## src/design/aes_cenc_pkg.sv

```systemverilog
package aes_cenc_pkg;

  localparam logic [1:0] CmdEncrypt = 2'd0;
  localparam logic [1:0] CmdNext    = 2'd1;
  localparam logic [1:0] CmdRestart = 2'd2;

  localparam logic [2:0] RegKeyHigh = 3'd0;
  localparam logic [2:0] RegKeyLow  = 3'd1;
  localparam logic [2:0] RegIvHigh  = 3'd2;
  localparam logic [2:0] RegIvLow   = 3'd3;
  localparam logic [2:0] RegIvShort = 3'd4;

  localparam int unsigned QueueDepth = 4;
  localparam int unsigned QueuePtrW  = 2;

  typedef struct packed {
    logic         block;
    logic [127:0] counter;
    logic [3:0]   pos;
    logic [7:0]   data;
  } aes_cenc_job_t;

  localparam logic [7:0] Sbox [256] = '{
    8'h63,8'h7c,8'h77,8'h7b,8'hf2,8'h6b,8'h6f,8'hc5,8'h30,8'h01,8'h67,8'h2b,8'hfe,8'hd7,8'hab,8'h76,
    8'hca,8'h82,8'hc9,8'h7d,8'hfa,8'h59,8'h47,8'hf0,8'had,8'hd4,8'ha2,8'haf,8'h9c,8'ha4,8'h72,8'hc0,
    8'hb7,8'hfd,8'h93,8'h26,8'h36,8'h3f,8'hf7,8'hcc,8'h34,8'ha5,8'he5,8'hf1,8'h71,8'hd8,8'h31,8'h15,
    8'h04,8'hc7,8'h23,8'hc3,8'h18,8'h96,8'h05,8'h9a,8'h07,8'h12,8'h80,8'he2,8'heb,8'h27,8'hb2,8'h75,
    8'h09,8'h83,8'h2c,8'h1a,8'h1b,8'h6e,8'h5a,8'ha0,8'h52,8'h3b,8'hd6,8'hb3,8'h29,8'he3,8'h2f,8'h84,
    8'h53,8'hd1,8'h00,8'hed,8'h20,8'hfc,8'hb1,8'h5b,8'h6a,8'hcb,8'hbe,8'h39,8'h4a,8'h4c,8'h58,8'hcf,
    8'hd0,8'hef,8'haa,8'hfb,8'h43,8'h4d,8'h33,8'h85,8'h45,8'hf9,8'h02,8'h7f,8'h50,8'h3c,8'h9f,8'ha8,
    8'h51,8'ha3,8'h40,8'h8f,8'h92,8'h9d,8'h38,8'hf5,8'hbc,8'hb6,8'hda,8'h21,8'h10,8'hff,8'hf3,8'hd2,
    8'hcd,8'h0c,8'h13,8'hec,8'h5f,8'h97,8'h44,8'h17,8'hc4,8'ha7,8'h7e,8'h3d,8'h64,8'h5d,8'h19,8'h73,
    8'h60,8'h81,8'h4f,8'hdc,8'h22,8'h2a,8'h90,8'h88,8'h46,8'hee,8'hb8,8'h14,8'hde,8'h5e,8'h0b,8'hdb,
    8'he0,8'h32,8'h3a,8'h0a,8'h49,8'h06,8'h24,8'h5c,8'hc2,8'hd3,8'hac,8'h62,8'h91,8'h95,8'he4,8'h79,
    8'he7,8'hc8,8'h37,8'h6d,8'h8d,8'hd5,8'h4e,8'ha9,8'h6c,8'h56,8'hf4,8'hea,8'h65,8'h7a,8'hae,8'h08,
    8'hba,8'h78,8'h25,8'h2e,8'h1c,8'ha6,8'hb4,8'hc6,8'he8,8'hdd,8'h74,8'h1f,8'h4b,8'hbd,8'h8b,8'h8a,
    8'h70,8'h3e,8'hb5,8'h66,8'h48,8'h03,8'hf6,8'h0e,8'h61,8'h35,8'h57,8'hb9,8'h86,8'hc1,8'h1d,8'h9e,
    8'he1,8'hf8,8'h98,8'h11,8'h69,8'hd9,8'h8e,8'h94,8'h9b,8'h1e,8'h87,8'he9,8'hce,8'h55,8'h28,8'hdf,
    8'h8c,8'ha1,8'h89,8'h0d,8'hbf,8'he6,8'h42,8'h68,8'h41,8'h99,8'h2d,8'h0f,8'hb0,8'h54,8'hbb,8'h16
  };

  function automatic logic [7:0] xtime(input logic [7:0] x);
    xtime = {x[6:0], 1'b0} ^ (x[7] ? 8'h1b : 8'h00);
  endfunction

  // byte b of a block sits at bits [127-8b -: 8]
  function automatic logic [7:0] get_byte(input logic [127:0] s, input int b);
    get_byte = s[127 - 8*b -: 8];
  endfunction

  function automatic logic [127:0] round_fn(input logic [127:0] s, input logic [127:0] rk,
                                            input logic last);
    logic [7:0] t [16];
    logic [7:0] a0, a1, a2, a3, all;
    logic [127:0] o;
    for (int c = 0; c < 4; c++) begin
      for (int i = 0; i < 4; i++) begin
        t[i + 4*c] = Sbox[get_byte(s, i + 4*((c + i) % 4))];
      end
    end
    if (!last) begin
      for (int c = 0; c < 4; c++) begin
        a0 = t[4*c]; a1 = t[4*c+1]; a2 = t[4*c+2]; a3 = t[4*c+3];
        all = a0 ^ a1 ^ a2 ^ a3;
        t[4*c]   = a0 ^ all ^ xtime(a0 ^ a1);
        t[4*c+1] = a1 ^ all ^ xtime(a1 ^ a2);
        t[4*c+2] = a2 ^ all ^ xtime(a2 ^ a3);
        t[4*c+3] = a3 ^ all ^ xtime(a3 ^ a0);
      end
    end
    for (int i = 0; i < 16; i++) begin
      o[127 - 8*i -: 8] = t[i];
    end
    round_fn = o ^ rk;
  endfunction

  function automatic logic [127:0] next_key(input logic [127:0] k, input logic [7:0] rcon);
    logic [31:0] w0, w1, w2, w3, tw;
    w0 = k[127:96]; w1 = k[95:64]; w2 = k[63:32]; w3 = k[31:0];
    tw = {Sbox[w3[23:16]] ^ rcon, Sbox[w3[15:8]], Sbox[w3[7:0]], Sbox[w3[31:24]]};
    w0 = w0 ^ tw;
    w1 = w1 ^ w0;
    w2 = w2 ^ w1;
    w3 = w3 ^ w2;
    next_key = {w0, w1, w2, w3};
  endfunction

endpackage

```

## src/design/aes_cenc_front.sv

```systemverilog
module aes_cenc_front import aes_cenc_pkg::*; (
  input  logic          clk_i,
  input  logic          rst_ni,
  input  logic          valid_i,
  output logic          stall_o,
  input  logic [1:0]    command_i,
  input  logic [7:0]    data_byte_i,
  input  logic [63:0]   iv_high_i,
  input  logic [63:0]   iv_low_i,
  input  logic          iv_short_i,
  output logic          job_valid_o,
  input  logic          job_stall_i,
  output aes_cenc_job_t job_o
);

  logic [63:0] ctr_hi_q, ctr_hi_d, ctr_lo_q, ctr_lo_d, siv_hi_q, siv_hi_d;
  logic [3:0]  pos_q, pos_d;
  logic        wrap_q, wrap_d;
  logic        acc, enc;

  aes_cenc_job_t q_mem [QueueDepth];
  logic [QueuePtrW-1:0] wr_q, rd_q;
  logic [QueuePtrW:0]   cnt_q;

  assign stall_o = (cnt_q == (QueuePtrW+1)'(QueueDepth));
  assign acc = valid_i && !stall_o;
  assign enc = acc && (command_i == CmdEncrypt);

  always_comb begin
    ctr_hi_d = ctr_hi_q; ctr_lo_d = ctr_lo_q; siv_hi_d = siv_hi_q;
    pos_d = pos_q; wrap_d = wrap_q;
    if (acc) begin
      unique case (command_i)
        CmdEncrypt: begin
          pos_d = pos_q + 4'd1;
          if (pos_q == 4'd0) begin
            ctr_lo_d = ctr_lo_q + 64'd1;
            if (ctr_lo_d == 64'd0) wrap_d = 1'b1;
          end
        end
        CmdNext: begin
          pos_d = 4'd0; wrap_d = 1'b0;
          if (iv_short_i) begin
            siv_hi_d = siv_hi_q + 64'd1;
            ctr_hi_d = siv_hi_d; ctr_lo_d = 64'd0;
          end else begin
            if (wrap_q) ctr_hi_d = ctr_hi_q + 64'd1;
            siv_hi_d = ctr_hi_d;
          end
        end
        CmdRestart: begin
          pos_d = 4'd0; wrap_d = 1'b0;
          siv_hi_d = iv_high_i; ctr_hi_d = iv_high_i;
          ctr_lo_d = iv_short_i ? 64'd0 : iv_low_i;
        end
        default: ;
      endcase
    end
  end

  always_ff @(posedge clk_i or negedge rst_ni) begin
    if (!rst_ni) begin
      ctr_hi_q <= '0; ctr_lo_q <= '0; siv_hi_q <= '0; pos_q <= '0; wrap_q <= 1'b0;
      wr_q <= '0; rd_q <= '0; cnt_q <= '0;
    end else begin
      ctr_hi_q <= ctr_hi_d; ctr_lo_q <= ctr_lo_d; siv_hi_q <= siv_hi_d;
      pos_q <= pos_d; wrap_q <= wrap_d;
      if (enc) wr_q <= wr_q + 1'b1;
      if (job_valid_o && !job_stall_i) rd_q <= rd_q + 1'b1;
      cnt_q <= cnt_q + (QueuePtrW+1)'(enc) - (QueuePtrW+1)'(job_valid_o && !job_stall_i);
    end
  end

  always_ff @(posedge clk_i) begin
    if (enc) begin
      q_mem[wr_q] <= '{block: (pos_q == 4'd0), counter: {ctr_hi_q, ctr_lo_q},
                       pos: pos_q, data: data_byte_i};
    end
  end

  assign job_valid_o = (cnt_q != '0);
  assign job_o = q_mem[rd_q];

  a_cnt_max: assert property (@(posedge clk_i) disable iff (!rst_ni)
    cnt_q <= (QueuePtrW+1)'(QueueDepth)) else $error("queue overflow");
  a_full_stall: assert property (@(posedge clk_i) disable iff (!rst_ni)
    stall_o |-> job_valid_o) else $error("stall while empty");
  a_pos_reset: assert property (@(posedge clk_i) disable iff (!rst_ni)
    (acc && command_i == CmdRestart) |=> pos_q == 4'd0) else $error("restart pos");

endmodule

```

## config.mk

```make
export PLATFORM = sky130hd
export DESIGN_NAME = aes_cenc_front
export DESIGN_NICKNAME = d
export VERILOG_FILES = /design/src/design/aes_cenc_pkg.sv /design/src/design/aes_cenc_front.sv
export SDC_FILE = /design/constraint.sdc
export NUM_CORES = 1
export LEC_CHECK = 0
export ABC_AREA = 1
export BUFFER_PORTS_ARGS = -buffer_cell sky130_fd_sc_hd__buf_2
export CAP_MARGIN = 20
export CELL_PAD_IN_SITES_DETAIL_PLACEMENT = 0
export CELL_PAD_IN_SITES_GLOBAL_PLACEMENT = 1
export CORE_MARGIN = 2
export CORE_UTILIZATION = 42
export DETAILED_ROUTE_END_ITERATION = 8
export GPL_ROUTABILITY_DRIVEN = 0
export PLACE_DENSITY = 0.75
export SLEW_MARGIN = 20
export SYNTH_ARGS = -nofsm -noshare
export SYNTH_HDL_FRONTEND = slang
export SYNTH_SLANG_ARGS = --single-unit
export TNS_END_PERCENT = 50
```

## constraint.sdc

```tcl
create_clock -name clk_i -period 7.2 [get_ports clk_i]
set_clock_uncertainty 0.15 [all_clocks]
set_input_delay 0.72 -clock clk_i [delete_from_list [all_inputs] [get_ports clk_i]]
set_output_delay 0.72 -clock clk_i [all_outputs]
set_load 0.1 [all_outputs]
```

==> flow_summary.toml <==
[global_route]
grt_pass1_vias = 23050
grt_pass1_wl_mm = 138.2
grt_max_degree = 202
grt-ovfl-total = 0
antenna_found_initial = 5
track_usage_pct = 23.20

[critical_path]
crit_fanout = 89
crit_type = "register to output port"
start_kind = "register"
startpoint = "rd_q[1]$_DFFE_PN0P_"
critPathCaptureType = "output port"
worstPathArrival_ns = 3.89
reg2reg_from = "cnt_q[1]$_DFF_PN0_"
crit_required_ns = 6.33

[final_layout]
n_fill_cell = 6846
final_layout_size_suffix_gt1_share_pct = 14.38
synthToLayoutAreaGrowth_pct = 15.61
stdcell_area_um2 = 36390
nets = 3477
fin_util_pct = 48.96

[logic_synthesis]
synth.yosys.seq_area_share_pct = 64.94
syn_avg_cell_area_um2 = 10.22
ys_types = 40
yosysTopAreaCellShare_pct = 53.81
synth_nets = 3241
synthTopCellsByArea = "edfxtp_1, dfrtp_1, nor2_1"
synthesis.instances = 3081
dominantRegCellSynth = "edfxtp_1"
ys_warn_count = 0
ys_ff_latch = 704
synth_edf_count = 564
yosys.area.top_type = "edfxtp_1"
syn_area_um2 = 31480
async_flop_share_pct = 19.89

[detailed_routing]
wl_per_cell_um = 20.82
drtAntennaViolNets = 0
drtIter0Drc = 2108
dr_wl_met3_mm = 5.038
drc = 0
vias = 23890
routed.top_layer = "met4"
viasPerCell = 5.493
routed_wl_mm = 90.58
drtPass1Iterations = 6
met1_length_mm = 40.22
wl_met2_mm = 42.53

[timing]
clock.fmax_mhz = 210.3
worst_pin_slew_ns = 1.027
relSlewSlack_pct = 31.51
finalSetupViolations = 0
fin_crit_sh_pct = 66.05
period_needed_ns = 4.755
fin_setup_tns_ns = 0
hold_violations = 0
slew_violations = 0
rsz0062_at_grt = "false"

[clock_network]
clk_pin_slew_ns = 0.06
clockBufferDepth = 3
cts_made_buffers = 76
htreeDepth = 3
cts_resized = 0
cts_tree = "built"
postCtsHoldBufs = 0
cts_root_buf = "clkbuf_16"
clock-sinks = 704
clk_latency_ns = 0.63
post-cts-setup-buffers = 0

[placement]
dpl_cell_area_um2 = 33810
dp_hpwl_mm = 59.90
numPortBuffers = 285

[floorplanning]
start_util_pct = 42.35
core-area_um2 = 74320
pin_count = 286
die_y_um = 277.8
rows = 100
die_area_um2 = 77150
die_w_um = 277.8

[worst_hold_path]
hold_class = "input pin to asynchronous set/reset pin"

[job]
drv_cap = 0

[status]
status = "finished, final reports clean"
-- worst paths after layout --
kind	end	slack [ns]	depth (start not counted)
hold / removal	ctr_lo_q[58]$_DFFE_PN0P_	0.01	1
min in group clk_i	q_mem[1][4]$_DFFE_PP_	0.17	1
max in group asynchronous	siv_hi_q[1]$_DFFE_PN0P_	5.45	2
setup reg to reg	q_mem[2][75]$_DFFE_PP_	3.43	8
setup / recovery	job_o[137]	2.44	5
hold reg to reg	wrap_q$_DFFE_PN0P_	0.34	2
-- flip-flops by register name, indices dropped and copies added (netlist names) --
signal / flops
cnt_q: 3
ctr_lo_q: 64
pos_q: 4
q_mem: 564
rd_q: 2
siv_hi_q: 64
wr_q: 2
wrap_q: 1
-- cells in the mapped netlist, types with 13 or more instances --
cell      number
o22ai_1      169
o21ai_0      390
nand3_1       57
inv_1        170
xor2_1        50
nand4_1       30
ha_1          16
nor3_1        45
nand2_1      503
a31oi_1       64
nor2_1       606
edfxtp_1     564
nand3b_1      13
o21ai_1       13
dfrtp_1      140
clkbuf_1     136
a21oi_1       15
-- layout make-up --
cell class | instances | area, µm² | area share, %
Tap cell | 969 | 1212 | 3.332
Inverter | 178 | 678.2 | 1.864
Antenna cell | 2 | 5.005 | 0.01375
Clock buffer | 93 | 2037 | 5.598
Timing Repair Buffer | 307 | 1659 | 4.559
Sequential cell | 704 | 20450 | 56.19
Clock inverter | 47 | 505.5 | 1.389
Multi-Input combinational cell | 2050 | 9844 | 27.05
-- worst max-delay path: stages, from the launching register on --
cell and delay (ns):
dfrtp_4 0.73, inv_4 0.81, buf_4 0.65, o21ai_0 0.19, o22ai_1 0.34, buf_2 0.50
-- per-stage QoR --
stage	setup WS [ns]	hold slack, ns	std cells
global placement	3.003	0.3090	4207
floorplan	-0.8110	0.2744	3081
global route	2.267	0.04823	4350
detailed placement	2.947	0.3216	4207
finish	2.445	0.01229	4350
CTS	2.272	0.02214	4347
-- kinds of logic after synthesis --
logic type	share of synthesized area [%]
buffers and inverters	3.939
AO/OA/AOI/OAI	11.62
flip-flops	64.94
XOR/XNOR	1.642
AND/OR/NAND/NOR	17.16
adder cells (fa/ha/maj)	0.6996
-- layout by cell type, fill, tap and decap left out, types with 9 or more instances in the layout --
| cell | synthesis | routed |
|---|---|---|
| ha_1 | 16 | 15 |
| nand4_1 | 30 | 30 |
| o22ai_1 | 169 | 169 |
| nor2_4 | 10 | 14 |
| edfxtp_1 | 564 | 564 |
| dfrtp_1 | 140 | 138 |
| xnor2_1 | 9 | 9 |
| clkinv_2 | 0 | 11 |
| nand3b_1 | 13 | 13 |
| a31oi_1 | 64 | 64 |
| xor2_1 | 50 | 50 |
| clkinv_1 | 2 | 15 |
| nand3_1 | 57 | 57 |
| o21ai_1 | 13 | 13 |
| buf_4 | 0 | 17 |
| nand2_1 | 503 | 503 |
| buf_2 | 4 | 284 |
| nor3_1 | 45 | 45 |
| o21ai_0 | 390 | 390 |
| nor2_1 | 606 | 602 |
| or2_2 | 10 | 10 |
| o211ai_1 | 10 | 10 |
| clkbuf_1 | 136 | 11 |
| inv_1 | 170 | 166 |
| a21oi_1 | 15 | 15 |
| clkbuf_16 | 0 | 77 |
-- metal layers --
| metal | up-vias | GRT usage (%) |
|---|---|---|
| met5 | - | 0 |
| met2 | 816 | 37.00 |
| met4 | 0 | 7.789 |
| met3 | 148 | 3.251 |
| met1 | 11700 | 32.73 |
| li1 | 11230 | - |
Power is not shown: default switching activity piles up to over one toggle a cycle in this logic, so the estimate is an artifact.
